`src/rtl/core/assert_macros.svh`:
```
// -----------------------------------------------------------------------------
// Assertion macros
// Shared concurrent check forms; each module that uses them provides clk and rst.
// -----------------------------------------------------------------------------
`ifndef ASSERT_MACROS_SVH
`define ASSERT_MACROS_SVH

// Check a property on every rising edge of clk, off while rst is high.
`define ASSERT_CLK(label, prop, msg) \
  label: assert property (@(posedge clk) disable iff (rst) prop) else $error(msg);

// Check that an expression never holds.
`define ASSERT_NEVER(label, expr, msg) \
  `ASSERT_CLK(label, !(expr), msg)

`endif

```
`src/rtl/core/gn2d_pkg.sv`:
```
// -----------------------------------------------------------------------------
// Gradient noise package
// Widths, codes and the operation record passed from front end to back end.
// -----------------------------------------------------------------------------
package gn2d_pkg;

  localparam int GRID_SIDE_DEF = 256;
  localparam int FRAC_BITS_DEF = 8;

  localparam int COORD_W   = 16;
  localparam int ADDR_W    = 16;
  localparam int GRAD_W    = 16;
  localparam int ENTRY_W   = 2 * GRAD_W;
  localparam int NOISE_W   = 16;
  localparam int MEM_DEPTH = 2 ** ADDR_W;

  localparam int OPQ_DEPTH  = 4;
  localparam int RESQ_DEPTH = 4;

  // Corner slots: column low/high, row low/high
  localparam int CORNER_00 = 0;
  localparam int CORNER_10 = 1;
  localparam int CORNER_01 = 2;
  localparam int CORNER_11 = 3;

  typedef enum logic {
    KIND_WRITE = 1'b0,
    KIND_EVAL  = 1'b1
  } kind_t;

  typedef struct packed {
    kind_t                        kind;
    logic [ADDR_W-1:0]            table_index;
    logic [GRAD_W-1:0]            grad_x;
    logic [GRAD_W-1:0]            grad_y;
    logic [COORD_W-1:0]           frac_x;
    logic [COORD_W-1:0]           frac_y;
    logic [3:0][ADDR_W-1:0]       corner_addr;
  } op_t;

endpackage

```
`src/rtl/core/gn2d_fifo.sv`:
```
// -----------------------------------------------------------------------------
// Small FIFO
// Register-based queue with push/full and pop/empty handshakes.
// -----------------------------------------------------------------------------
`include "assert_macros.svh"

module gn2d_fifo #(
  parameter int WIDTH = gn2d_pkg::NOISE_W,
  parameter int DEPTH = gn2d_pkg::RESQ_DEPTH
) (
  input  logic             clk,
  input  logic             rst,
  input  logic             push,
  output logic             full,
  input  logic [WIDTH-1:0] din,
  input  logic             pop,
  output logic             empty,
  output logic [WIDTH-1:0] dout
);
  import gn2d_pkg::*;

  localparam int PTR_W = (DEPTH > 1) ? $clog2(DEPTH) : 1;
  localparam int CNT_W = $clog2(DEPTH + 1);

  logic [WIDTH-1:0] store [DEPTH];
  logic [PTR_W-1:0] wr_ptr;
  logic [PTR_W-1:0] rd_ptr;
  logic [CNT_W-1:0] count;
  logic             push_ok;
  logic             pop_ok;

  assign full    = (count == CNT_W'(DEPTH));
  assign empty   = (count == '0);
  assign push_ok = push && !full;
  assign pop_ok  = pop && !empty;
  assign dout    = store[rd_ptr];

  always_ff @(posedge clk) begin
    if (rst) begin
      wr_ptr <= '0;
      rd_ptr <= '0;
      count  <= '0;
    end else begin
      if (push_ok) begin
        wr_ptr <= (wr_ptr == PTR_W'(DEPTH - 1)) ? '0 : wr_ptr + PTR_W'(1);
      end
      if (pop_ok) begin
        rd_ptr <= (rd_ptr == PTR_W'(DEPTH - 1)) ? '0 : rd_ptr + PTR_W'(1);
      end
      if (push_ok && !pop_ok) begin
        count <= count + CNT_W'(1);
      end else if (pop_ok && !push_ok) begin
        count <= count - CNT_W'(1);
      end
    end
  end

  always_ff @(posedge clk) begin
    if (push_ok) begin
      store[wr_ptr] <= din;
    end
  end

  `ASSERT_CLK(a_fifo_inc, (push_ok && !pop_ok) |=> (count == CNT_W'($past(count)) + CNT_W'(1)), "fifo count did not grow on push")
  `ASSERT_CLK(a_fifo_dec, (pop_ok && !push_ok) |=> (count == CNT_W'($past(count)) - CNT_W'(1)), "fifo count did not shrink on pop")
  `ASSERT_NEVER(a_fifo_range, count > CNT_W'(DEPTH), "fifo count beyond depth")

endmodule

```
`config.mk`:
```
export PLATFORM = sky130hd
export DESIGN_NAME = gn2d_fifo
export DESIGN_NICKNAME = d
export VERILOG_FILES = /design/src/rtl/core/gn2d_pkg.sv /design/src/rtl/core/gn2d_fifo.sv
export VERILOG_INCLUDE_DIRS = /design/src /design/src/rtl/core
export SDC_FILE = /design/constraint.sdc
export NUM_CORES = 1
export LEC_CHECK = 0
export ABC_AREA = 1
export BUFFER_PORTS_ARGS = -buffer_cell sky130_fd_sc_hd__buf_2
export CORE_MARGIN = 5
export CORE_UTILIZATION = 41
export DETAILED_ROUTE_END_ITERATION = 7
export GPL_ROUTABILITY_DRIVEN = 0
export PLACE_DENSITY_LB_ADDON = 0.08
export SYNTH_ARGS = -nofsm -noshare
export SYNTH_HDL_FRONTEND = slang
export SYNTH_SLANG_ARGS = --single-unit
```
`constraint.sdc`:
```
create_clock -name clk -period 1.85 [get_ports clk]
set_input_delay 0.0925 -clock clk [delete_from_list [all_inputs] [get_ports clk]]
set_output_delay 0.0925 -clock clk [all_outputs]
set_load 0.005 [all_outputs]
```
# Word level (Yosys, flattened, before mapping)

Memories as Yosys holds them, arrays and structs flattened. A register that Yosys moved wholly into a read port is not among the register bits.
Cells that the tools add are included.

Add/sub/neg operators: 4
Eq/ne operators: 3
Muxes and demuxes: 8
Reduce and logical (&&, ||, !) cells: 10

Operator list:

| cell                                             | count |
|---|---|
| two-way mux 2 bit                                | 4 |
| two-way mux 3 bit                                | 2 |
| adder 2 x 1 -> 2 bit, second input constant      | 2 |
| == test 2 bit, second input constant             | 2 |
| logical AND 1 bit                                | 4 |
| logical NOT 1 bit                                | 4 |
| adder 3 x 1 -> 3 bit, second input constant      | 1 |
| == test 3 bit, second input constant             | 1 |
| logical NOT 3 bit                                | 1 |
| subtractor 3 x 1 -> 3 bit, second input constant | 1 |
| two-way mux 1 bit                                | 2 |
| nonzero test 2 bit                               | 1 |

Bits in registers: 7
Memory bits (writable): 64
Bits of input ports: 20
Output and inout bits: 18
Word-level logic and storage cells: 29
Memories kept: 1

Memories:

| memory | depth | width | read ports | clocked after Yosys merged registers in | write ports | RTL line        | text |
|---|---|---|---|---|---|---|---|
| store  | 4     | 16    | 1          | 1                                       | 1           | gn2d_fifo.sv:25 | `logic [WIDTH-1:0] store [DEPTH];` |

# Depth between registers and ports, before layout

Depth in word-level cells: 7
Mapped depth: 13
Depth with buffers taken out: 13

# Worst setup path before layout

No wires, ideal clock.

Path kind: register to register
Start point: register count[0]
End point: memory store[0][0] (netlist name) (enable)
Library setup time: 0.389 ns
Arrival: 1.356 ns
Data required time: 1.461 ns
Slack: 0.106 ns
Cell stages (with the launch flop): 5
Buffers on the path: 0
Period minus slack after synthesis: 1.744 ns
Cell sequence: dfxtp_1 nor2_1 nand2_1 nand2_2 nor2_1

Word-level cells in the longest chain between the ends: 5

Ends and longest elaborated chain:

| item                                    | RTL line        | text |
|---|---|---|
| start: declaration                      | gn2d_fifo.sv:28 | `logic [CNT_W-1:0] count;` |
| start signal: assignment                | gn2d_fifo.sv:51 | `count <= count + CNT_W'(1);` |
| start signal: assignment                | gn2d_fifo.sv:53 | `count <= count - CNT_W'(1);` |
| == test 3 bit                           | gn2d_fifo.sv:32 | `assign full = (count == CNT_W'(DEPTH));` |
| logical NOT 1 bit                       | gn2d_fifo.sv:34 | `assign push_ok = push && !full;` |
| logical AND 1 bit                       | gn2d_fifo.sv:34 |  |
| two-way mux 1 bit                       | gn2d_fifo.sv:59 | `if (push_ok) begin` |
| two-way mux 1 bit (implied by the code) | gn2d_fifo.sv:60 | `store[wr_ptr] <= din;` |
| end: declaration                        | gn2d_fifo.sv:25 |  |

No other way between the ends.

# Worst setup path after layout

Start point: register count[0]
End point: register count[1]

Word-level cells in the longest chain between the ends: 6
Elaborated cells on any way between the ends: 15
Classes of those cells: add/sub: 2; eq/ne: 1; mux: 2; reduce/logical: 10

Ends and longest elaborated chain:

| item                         | RTL line        | text |
|---|---|---|
| == test 3 bit (*)            | gn2d_fifo.sv:32 |  |
| logical NOT 1 bit (*)        | gn2d_fifo.sv:34 |  |
| logical AND 1 bit (*)        | gn2d_fifo.sv:34 |  |
| named net push_ok            | gn2d_fifo.sv:29 | `logic push_ok;` |
| logical NOT 1 bit            | gn2d_fifo.sv:52 | `end else if (pop_ok && !push_ok) begin` |
| logical AND 1 bit            | gn2d_fifo.sv:52 |  |
| nonzero test 2 bit (no line) | --              |  |

The timed path passes the listed nets; every way through them passes the cells marked *. The select of a mux whose other input is x is not followed.
A chain may end at the register's enable or synchronous reset.

==> results.yml <==
run_status:
  outcome: "finished, final reports clean"
place:
  placed_area_um2: 3230
  io_buffers: 37
  dp_hpwl_um: 3460
sta:
  rsz0062_at_grt: "no"
  fin_worst_skew_ns: 0.00287
  final_hold_viol_count: 0
  min_period_ns: 1.69
  fin_crit_sh_pct: 91.5
  tns_ns: 0
  tightest_slew_ns: 0.329
  final_max_slew_viol_count: 0
  setup_viol: 0
  fmax_mhz: 591
  whs_ns: 0.0678
  max_slew_margin_pct: 78.0
synthesis:
  synthFlopType: "edfxtp_1"
  ys_types: 19
  synthDominantCellAreaShare_pct: 67.2
  async_flop_share_pct: 0
  yosysWarnings: 0
  syn_inst: 225
  syn_nets: 252
  syn_area_um2: 2860
  seq_area_frac_synth_pct: 73.5
  yosys.area.top_type: "edfxtp_1"
  syn_avg_cell_area_um2: 12.7
  synth_enable_flop_cells: 64
  yosys.cell_count.top_type: "edfxtp_1"
  ys_ff_latch: 73
  synth_commonest_cells: "edfxtp_1, nor2_1, o21ai_1"
  synth_area_leaders: "edfxtp_1, nor2_1, dfxtp_1"
grt:
  grt_pass1_vias: 1875
  grt_overflow: 0
  antenna_found_initial: 0
  grt.total_usage_pct: 13.8
  grt_pass1_wl_um: 9080
  grt_max_degree: 21
drt:
  drt_pass1_iterations: 4
  drt-total-wl_um: 5650
  drt.antenna.violating_nets: 0
  drt_iter0_markers: 73
  wire_per_inst_um: 14.4
  route.detailed.drc: 0
  vias_per_cell: 4.73
  num_vias: 1859
finish:
  num_antenna_cells: 0
  fill_cells: 596
  nNetsFinal: 319
  finalInstanceArea_um2: 3610
  multi_input_area_um2: 659
  drive_above_1_share_pct: 23.2
  areaGrowthSynthToFinish_pct: 26.1
  seq_area_um2: 2100
worst_hold_path:
  hp-start: "push"
  min_path_cells: 3
  hold_path.class: "primary input to flip-flop"
  min_to: "wr_ptr[1]"
floorplanning:
  dieWidth_um: 93.5
  core_um2: 6790
  dieArea_um2: 8740
  start_util_pct: 42.1
  rows: 30
  die_height_um: 93.5
  io_pins: 38
setup_path:
  r2r_start: "count[0]"
  cp-start-kind: "flip-flop"
  crit_fanout: 4
  r2r_cells: 9
  cp_cell_sequence: "nor2_4 -> nand2_2 -> nand2_2 -> inv_1 -> ha_1 -> inv_1 -> fa_1 -> o21ai_1 -> nor2_1"
  r2r_slack_ns: 0.16
  critPathMaxStageDelay_ns: 0.42
  cp.arrival_ns: 1.92
  required_ns: 2.08
  crit_path_end_kind: "flip-flop"
  r2r_end: "count[1]"
  startpoint: "count[0]"
  crit_type: "flip-flop to flip-flop"
  critPathSlowestCell: "fa_1"
clocking:
  cts_root_buffer: "clkbuf_8"
  cts_max_level: 3
  numCtsBuffers: 9
  cts_setup_buffers: 0
  clock_sinks: 73
  cts_tree: "built"
  cts.clk_slew.worst_paths_ns: 0.07
  clock_latency_ns: 0.33
  clockBufferDepth: 2
power:
  clock_power_share_pct: 24.9
  pwr-share-seq_pct: 45.0
  power_mw: 4.75
  p_comb_share_pct: 30.1
  power_leakage_nw: 1.38
  p_per_area_nw_per_um2: 1320
  intPower_mw: 3.24
  swShare_pct: 31.7
  irDropWorstVdd_mv: 0.653
  p_switching_mw: 1.51
run:
  maxCapViolations: 0
layout by cell type, fill, tap and decap left out, types with 2 or more instances in the layout:
cell           netlist  layout
dfxtp_1              9       7
o21ai_0              5       4
dfxtp_2              0       2
dlygate4sd3_1        0      17
a21oi_1              2       2
buf_4                2       7
o21ai_1             28      29
ha_1                 6       6
buf_12               0       3
nand3b_1             2       2
inv_2                2       2
nand2_1             13      10
edfxtp_1            64      64
buf_2                6      37
nand2_2              1       4
clkbuf_8             0       9
inv_1               16      16
o22ai_1             16      16
clkinv_1             0       2
nor2_1              49      48
timing repair:
item | CTS | global route
hold buffers | 17 | 0
endpoints found under the setup margin | 0 | 2
resized for setup | 0 | 8
endpoints found under the hold margin | 65 | 0
power by group through the flow:
stage	combinational (mW)	sequential, mW	clock [mW]
after global placement	1.39	2.16	0
final	1.43	2.14	1.18
after detailed placement	1.41	2.16	0
after floorplan	0.839	2.14	0
after CTS	1.44	2.13	1.21
after global routing	1.63	2.16	1.28
critical path, delay by kind of cell (launching register included):
family          cells  cell delay (ns)
flops               1             0.35
compound gates      1             0.15
fa+ha+maj           2             0.62
buf+inv             2             0.13
simple gates        4             0.35
cell type report:
cell class | instances | area share [%]
clock buffer | 10 | 3.54
multi-input combinational | 126 | 18.3
clock inverter | 6 | 1.63
timing repair buffer | 64 | 13.0
sequential | 73 | 58.4
inverter | 18 | 1.87
tap | 96 | 3.33
metal layers:
metal | part of all wire, % | vias up | GRT usage, %
met3 | 4.0 | 8 | 3.14
li1 | - | 934 | -
met2 | 49 | 31 | 22.2
met4 | 1.4 | 0 | 5.86
met5 | 0 | - | 0
met1 | 46 | 886 | 17.9
how the worst max path moves through the flow:
stage                        to  slack (ns)
detailed placement     count[1]        0.07
floorplan           store[0][0]        0.11
global placement       count[1]        0.13
CTS                    count[1]        0.06
finish                 count[1]        0.16
global route           count[2]       0.002
registers in the layout, summed over array words and instances (netlist names), named ones only:
name and cells:
rd_ptr 2, count 3, wr_ptr 2, store 64
logic make-up after synthesis:
kind of cell               after synthesis  synth area share, %
AOI/OAI and AO/OA                       51                 9.63
buffers and inverters                   26                 3.94
DFF                                     73                 73.5
xor gates and xnor gates                 1                0.306
adders and majority gates                7                 3.33
and+or+nand+nor                         67                 9.28
through the flow:
step                      util [%]  cells  worst slack (ns)
after floorplan                  -    225             0.106
after global placement        47.6    360             0.131
after detailed placement      47.6    360            0.0737
after CTS                     52.8    393            0.0618
after global routing          53.1    393           0.00204
final                         53.1    393             0.157
(Power assumes the default switching activity.)
