**config.mk**
```make
export PLATFORM = sky130hd
export DESIGN_NAME = gn2d_front
export DESIGN_NICKNAME = d
export VERILOG_FILES = /design/src/rtl/core/gn2d_pkg.sv /design/src/rtl/core/gn2d_front.sv
export VERILOG_INCLUDE_DIRS = /design/src /design/src/rtl/core
export SDC_FILE = /design/constraint.sdc
export NUM_CORES = 1
export LEC_CHECK = 0
export BUFFER_PORTS_ARGS = -buffer_cell sky130_fd_sc_hd__clkbuf_2
export CORE_MARGIN = 3
export CORE_UTILIZATION = 28
export CTS_CLUSTER_SIZE = 16
export DETAILED_ROUTE_END_ITERATION = 12
export PLACE_DENSITY_LB_ADDON = 0.15
export SLEW_MARGIN = 10
export SYNTH_ARGS = -nofsm -noshare
export SYNTH_HDL_FRONTEND = slang
export SYNTH_SLANG_ARGS = --single-unit
export TNS_END_PERCENT = 30
```
**constraint.sdc**
```tcl
create_clock -name clk -period 11.6 [get_ports clk]
set_input_delay 1.16 -clock clk [delete_from_list [all_inputs] [get_ports clk]]
set_output_delay 1.16 -clock clk [all_outputs]
set_load 0.005 [all_outputs]
```
**src/rtl/core/assert_macros.svh**
```systemverilog
// -----------------------------------------------------------------------------
// Assertion macros
// Shared concurrent check forms; each module that uses them provides clk and rst.
// -----------------------------------------------------------------------------
`ifndef ASSERT_MACROS_SVH
`define ASSERT_MACROS_SVH

// Check a property on every rising edge of clk, off while rst is high.
`define ASSERT_CLK(label, prop, msg) \
  label: assert property (@(posedge clk) disable iff (rst) prop) else $error(msg);

// Check that an expression never holds.
`define ASSERT_NEVER(label, expr, msg) \
  `ASSERT_CLK(label, !(expr), msg)

`endif

```
**src/rtl/core/gn2d_pkg.sv**
```systemverilog
// -----------------------------------------------------------------------------
// Gradient noise package
// Widths, codes and the operation record passed from front end to back end.
// -----------------------------------------------------------------------------
package gn2d_pkg;

  localparam int GRID_SIDE_DEF = 256;
  localparam int FRAC_BITS_DEF = 8;

  localparam int COORD_W   = 16;
  localparam int ADDR_W    = 16;
  localparam int GRAD_W    = 16;
  localparam int ENTRY_W   = 2 * GRAD_W;
  localparam int NOISE_W   = 16;
  localparam int MEM_DEPTH = 2 ** ADDR_W;

  localparam int OPQ_DEPTH  = 4;
  localparam int RESQ_DEPTH = 4;

  // Corner slots: column low/high, row low/high
  localparam int CORNER_00 = 0;
  localparam int CORNER_10 = 1;
  localparam int CORNER_01 = 2;
  localparam int CORNER_11 = 3;

  typedef enum logic {
    KIND_WRITE = 1'b0,
    KIND_EVAL  = 1'b1
  } kind_t;

  typedef struct packed {
    kind_t                        kind;
    logic [ADDR_W-1:0]            table_index;
    logic [GRAD_W-1:0]            grad_x;
    logic [GRAD_W-1:0]            grad_y;
    logic [COORD_W-1:0]           frac_x;
    logic [COORD_W-1:0]           frac_y;
    logic [3:0][ADDR_W-1:0]       corner_addr;
  } op_t;

endpackage

```
**src/rtl/core/gn2d_front.sv**
```systemverilog
// -----------------------------------------------------------------------------
// Gradient noise front end
// Accepts items and works out the four wrapped corner addresses of a point.
// -----------------------------------------------------------------------------
`include "assert_macros.svh"

module gn2d_front #(
  parameter int GRID_SIDE = gn2d_pkg::GRID_SIDE_DEF,
  parameter int FRAC_BITS = gn2d_pkg::FRAC_BITS_DEF
) (
  input  logic                         clk,
  input  logic                         rst,
  input  logic                         push,
  output logic                         full,
  input  logic                         kind,
  input  logic [gn2d_pkg::ADDR_W-1:0]  table_index,
  input  logic [gn2d_pkg::GRAD_W-1:0]  grad_x,
  input  logic [gn2d_pkg::GRAD_W-1:0]  grad_y,
  input  logic [gn2d_pkg::COORD_W-1:0] point_x,
  input  logic [gn2d_pkg::COORD_W-1:0] point_y,
  output logic                         op_valid,
  output gn2d_pkg::op_t                op,
  input  logic                         op_full
);
  import gn2d_pkg::*;

  localparam int IPW  = (COORD_W > FRAC_BITS) ? COORD_W - FRAC_BITS : 1;
  localparam int CW   = $clog2(GRID_SIDE);
  localparam int SH   = IPW + CW;
  localparam int RW   = IPW + 1;
  localparam int PW   = IPW + RW;
  localparam int QGW  = IPW + CW + 1;
  localparam int AWW  = 2 * CW + 2;
  localparam int NSTG = 5;
  localparam int AX_X = 0;
  localparam int AX_Y = 1;

  // floor(2^SH / side): quotient estimate is low by at most one
  localparam logic [RW-1:0]      RECIP    = RW'((64'd1 << SH) / GRID_SIDE);
  localparam logic [COORD_W-1:0] FMASK    = COORD_W'((64'd1 << FRAC_BITS) - 64'd1);
  localparam logic [CW:0]        SIDE     = (CW + 1)'(GRID_SIDE);
  localparam logic [CW-1:0]      LAST_IDX = CW'(GRID_SIDE - 1);

  logic [NSTG-1:0]          vld;
  logic                     adv;
  op_t                      st_op [NSTG];
  op_t                      op_in;
  op_t                      op_addr;

  logic [1:0][COORD_W-1:0]  pt;
  logic [1:0][COORD_W-1:0]  shifted;
  logic [1:0][IPW-1:0]      ip_in;
  logic [1:0][IPW-1:0]      ip0;
  logic [1:0][IPW-1:0]      ip1;
  logic [1:0][PW-1:0]       prod_in;
  logic [1:0][PW-1:0]       prod;
  logic [1:0][QGW-1:0]      qg_in;
  logic [1:0][QGW-1:0]      qg;
  logic [1:0][CW:0]         rr_in;
  logic [1:0][CW:0]         rr;
  logic [1:0][CW-1:0]       lo_in;
  logic [1:0][CW-1:0]       hi_in;
  logic [1:0][CW-1:0]       lo;
  logic [1:0][CW-1:0]       hi;
  logic [3:0][ADDR_W-1:0]   addr_in;

  assign adv      = !vld[NSTG-1] || !op_full;
  assign full     = !adv;
  assign op_valid = vld[NSTG-1];
  assign op       = st_op[NSTG-1];

  always_comb begin
    pt[AX_X] = point_x;
    pt[AX_Y] = point_y;

    op_in             = '0;
    op_in.kind        = kind_t'(kind);
    op_in.table_index = table_index;
    op_in.grad_x      = grad_x;
    op_in.grad_y      = grad_y;
    op_in.frac_x      = point_x & FMASK;
    op_in.frac_y      = point_y & FMASK;

    for (int a = 0; a < 2; a++) begin
      shifted[a] = pt[a] >> FRAC_BITS;
      ip_in[a]   = shifted[a][IPW-1:0];
      prod_in[a] = PW'(ip_in[a]) * PW'(RECIP);
      qg_in[a]   = QGW'(prod[a] >> SH) * QGW'(SIDE);
      rr_in[a]   = (CW + 1)'(QGW'(ip1[a]) - qg[a]);
      lo_in[a]   = (rr[a] >= SIDE) ? CW'(rr[a] - SIDE) : rr[a][CW-1:0];
      hi_in[a]   = (lo_in[a] == LAST_IDX) ? '0 : lo_in[a] + CW'(1);
    end

    addr_in[CORNER_00] = ADDR_W'(AWW'(lo[AX_Y]) * AWW'(SIDE) + AWW'(lo[AX_X]));
    addr_in[CORNER_10] = ADDR_W'(AWW'(lo[AX_Y]) * AWW'(SIDE) + AWW'(hi[AX_X]));
    addr_in[CORNER_01] = ADDR_W'(AWW'(hi[AX_Y]) * AWW'(SIDE) + AWW'(lo[AX_X]));
    addr_in[CORNER_11] = ADDR_W'(AWW'(hi[AX_Y]) * AWW'(SIDE) + AWW'(hi[AX_X]));

    op_addr             = st_op[3];
    op_addr.corner_addr = addr_in;
  end

  always_ff @(posedge clk) begin
    if (rst) begin
      vld <= '0;
    end else if (adv) begin
      vld <= {vld[NSTG-2:0], push};
    end
  end

  // Stages: reciprocal multiply, quotient times side, remainder,
  // wrap and neighbor, corner address.
  always_ff @(posedge clk) begin
    if (adv) begin
      st_op[0] <= op_in;
      prod     <= prod_in;
      ip0      <= ip_in;
      st_op[1] <= st_op[0];
      qg       <= qg_in;
      ip1      <= ip0;
      st_op[2] <= st_op[1];
      rr       <= rr_in;
      st_op[3] <= st_op[2];
      lo       <= lo_in;
      hi       <= hi_in;
      st_op[4] <= op_addr;
    end
  end

  `ASSERT_CLK(a_front_hold, (op_valid && op_full) |=> (op_valid && $stable(op)), "front end lost a held item")

endmodule

```
# After elaboration in Yosys (flattened, before gate mapping)
# Memory sizes are Yosys's and may differ from the RTL's.
# Index checks and enable logic that the tools add are counted.
[totals]
ff_bits = 85
ram_bits = 725
mem_count = 1
[classes]
addsub = 8
order_cmp = 2
n_eq_ne = 2
n_mux = 4
reduce_logical = 4
[memory_table]
columns = ["name", "depth", "word_bits", "rd", "rd_ports_with_merged_regs", "write_ports", "line", "text"]
rows = [
  ["st_op", 5, 145, 5, 0, 5, "gn2d_front.sv:46", "op_t st_op [NSTG];"],
]
[op_table]
columns = ["cell", "n"]
rows = [
  ["$add 16x8->16", 4],
  ["$ge 8x9->1 const B", 2],
  ["$add 8x1->8 const B", 2],
  ["$eq 8x8->1 const B", 2],
  ["$mux 8", 2],
  ["$sub 8x1->8 const B", 2],
  ["$logic_not 1->1", 3],
  ["$mux 1", 2],
  ["$logic_or 1x1->1", 1],
]

# Depth between registers and ports, before layout
[depth]
depth_word = 4
mapped_depth = 4
ltp_nobuf = 4

# Worst setup path before layout
# No wires, ideal clock.
[synth_timing]
path_kind = "input to output"
from = "input port op_full"
to = "output port full"
arrival_time_ns = 10.886
slack_ns = -0.446
path_stages = 2
cell_sequence = "nand2_1 -> inv_1"
[synth_between]
elab_chain_cells = 3
[synth_lines]
columns = ["item", "line", "text"]
rows = [
  ["start: declaration", "gn2d_front.sv:23", "input logic op_full"],
  ["$logic_not 1->1", "gn2d_front.sv:67", "assign adv = !vld[NSTG-1] || !op_full;"],
  ["$logic_or 1x1->1", "gn2d_front.sv:67", ""],
  ["$logic_not 1->1", "gn2d_front.sv:68", "assign full = !adv;"],
  ["end: declaration", "gn2d_front.sv:14", "output logic full,"],
]
# No other way between the ends.

# Worst setup path in the final report
[layout_timing]
from = "input port op_full"
to = "register lo[11] in the netlist's numbering, enable pin"
[layout_between]
elab_chain_cells = 2
[layout_lines]
columns = ["item", "line", "text"]
rows = [
  ["$logic_not 1->1", "gn2d_front.sv:67", ""],
  ["$logic_or 1x1->1", "gn2d_front.sv:67", ""],
  ["end signal: assignment", "gn2d_front.sv:124", "lo <= lo_in;"],
  ["end: declaration", "gn2d_front.sv:63", "logic [1:0][CW-1:0] lo;"],
]
# No other way between the ends.
# A chain may end at the register's enable or synchronous reset.

==> impl_results.md <==
* Post-CTS sizing at 0
* Hold WC Path Type: flop to flop
* Post-DP Area at 15,600 um^2
* Relative slew slack at 19.2%
* Total power divided by cell area at 200 nW/um^2
* DRT antenna net count at 0
* Register clock-pin slew on the reported worst setup and hold paths at 0.06 ns
* Critical Path AT at 3.63 ns
* Slew Limit Fails at 0
* Setup bufs post-CTS at 0
* First DRT Iteration DRCs at 427
* Ratio of cells with drive above 1 in the final layout at 35.5%
* Synth-to-layout area growth at 17.0%
* Startpoint Class: input port
* Netlist cell types at 25
* Max-cap violation count at 0
* Count of input and output buffers at 215
* Maximum fanout along the worst path at 170
* TritonCTS Sinks at 442
* Starting density of the core at 28.5%
* Largest net degree at the start of global routing at 171
* # rows at 83
* Vias/cell at 3.65
* Routability cong. at 0.703
* Fmax at 0.290 GHz
* Vias in the first global route at 5,608
* Status: complete, no violations
* Height of the die at 235 um
* Final core occ at 33.3%
* Top post-synthesis cells by area: edfxtp_1 89%, buf_4 7.4%, dfxtp_1 0.68%
* Cells after Synth at 652
* Ratio of final minimum period to clock period at 29.7%
* CORE AREA at 51,600 um^2
* Final #Nets at 877
* Worst IR Drop VDD at 171 uV
* Synth Cell Area at 14,700 um^2
* Hold Crit Start: st_op[0][543]
* CTS tree: yes
* RSZ-0062 raised after global routing: false
* Least-Margin Pin Slew at 1.21 ns
* Final Critical Period at 3.44 ns
* Io pins at 232
* Final setup fails at 0
* Post-synth EDFFs at 437
* Pleak at 6.53 nW
* Total track usage at 7.46%
* Worst Path Required at 11.79 ns
* Tot Pwr at 3.44 mW
* TNS Setup at 0 ns
* Total CTS buffers at 48
* Hold_buf cts at 0
* R2R Path Start: vld[4]
* Yosys reg bits at 442
* Vias at 5,505
* Die W at 235 um
* Total gr overflow at 0
* DR WL/cell at 13.9 um
* Post-Route WL at 20,900 um
* Seq/Total Area, Yosys at 90.0%
* Global-route wire length before repair at 32,100 um
* Critical path capture point type: flop
* Post-synth ARST share at 0%
* Max Clock Skew at 0.0211 ns
* Initial antenna violation count at 3
* Drt pass-1 iters at 4
* CTS max path bufs at 3
* Remaining DRCs at 0
* Fin. Hold Viols at 0
* Final Instance Area at 17,200 um^2
* Clk root buf: clkbuf_16
* Top cell type's share of synthesized area at 89.3%
* HPWL after detailed placement at 12,000 um
* Most used DFF post-synth: edfxtp_1
* Die area at 55,200 um^2
* Syn. warnings at 0
* Setup CP Type: input port to flop
* Syn avg cell area at 22.5 um^2
* Largest area contributor in the netlist: edfxtp_1
* H-tree levels at 2
* Worst-Skew Late Latency at 0.57 ns
* Worst Setup SP: op_full
## worst max-delay path, cell delays in order
cell and delay (ns):
clkbuf_2 0.17, nand2_8 0.64, buf_12 0.48, buf_4 0.77
## logic make-up after synthesis
family	after synthesis	synth area share, %
xor gates and xnor gates	8	0.477
DFF	442	90.0
buffers and inverters	147	7.46
other	1	0.0255
and+or+nand+nor	39	1.37
AOI/OAI and AO/OA	13	0.477
adders and majority gates	2	0.170
## cell usage in the layout, fill, tap and decap left out, types with 7 or more instances in the layout
cell type  count
clkbuf_16     49
nand3_1        9
conb_1        16
edfxtp_1     437
clkbuf_2     215
a21oi_1        8
clkinv_2      12
nand2_1       10
clkinv_1      12
nor2_1         7
## flip-flops by register name, summed over array words and instances (netlist names)
signal  cells
st_op     357
hi         16
ip0        16
ip1        16
lo         16
rr         16
vld         5
## Yosys cell counts, types with 2 or more instances
cell	number
nand3_1	9
o21ai_0	2
a21oi_1	8
ha_1	2
xor2_1	5
edfxtp_1	437
inv_1	2
or3_1	3
buf_4	145
nand2_1	11
dfxtp_1	5
nor2_1	7
xnor2_1	3
nor2b_1	2
## where the power goes
group	internal, mW	total (mW)	switching (mW)
registers	1.86	1.90	0.0327
clock network	0.863	1.47	0.607
logic	0.0357	0.0699	0.0342
total	2.76	3.44	0.674
## layer usage
metal  vias to the layer above  share of wire (%)  track usage [%]
li1                       2596                  -                -
met1                      2691                 41             9.05
met2                       169                 46             11.1
met3                        49                8.9             3.23
met4                         0                3.7             4.25
met5                         -                  0                0
## final cells by class
class                      count  area [um^2]
multi-input combinational     78          443
fill                        4892        34400
sequential                   442        13200
tap                          680          851
clock inverter                34          302
clock buffer                  54         1240
antenna                        2         5.00
timing repair buffer         218         1110
inverter                       2         7.51
## worst paths after layout
check                                      to  slack (ns)  depth (start not counted)
worst min-delay path            st_op[0][688]        0.41                          0
worst max-delay path                   lo[11]        8.16                          4
worst max register to register         lo[11]        8.48                          3
worst min register to register  st_op[0][688]        0.41                          0
## metrics by stage
stage | hold WS, ns | setup slack, ns | std cells
floorplan | 0.400 | 3.78 | 667
global placement | 0.400 | 7.38 | 1420
detailed placement | 0.405 | 7.37 | 1420
CTS | 0.415 | 7.99 | 1508
global route | 0.417 | 7.81 | 1509
finish | 0.414 | 8.16 | 1510
Note: power is estimated with default switching activity, not from simulation.
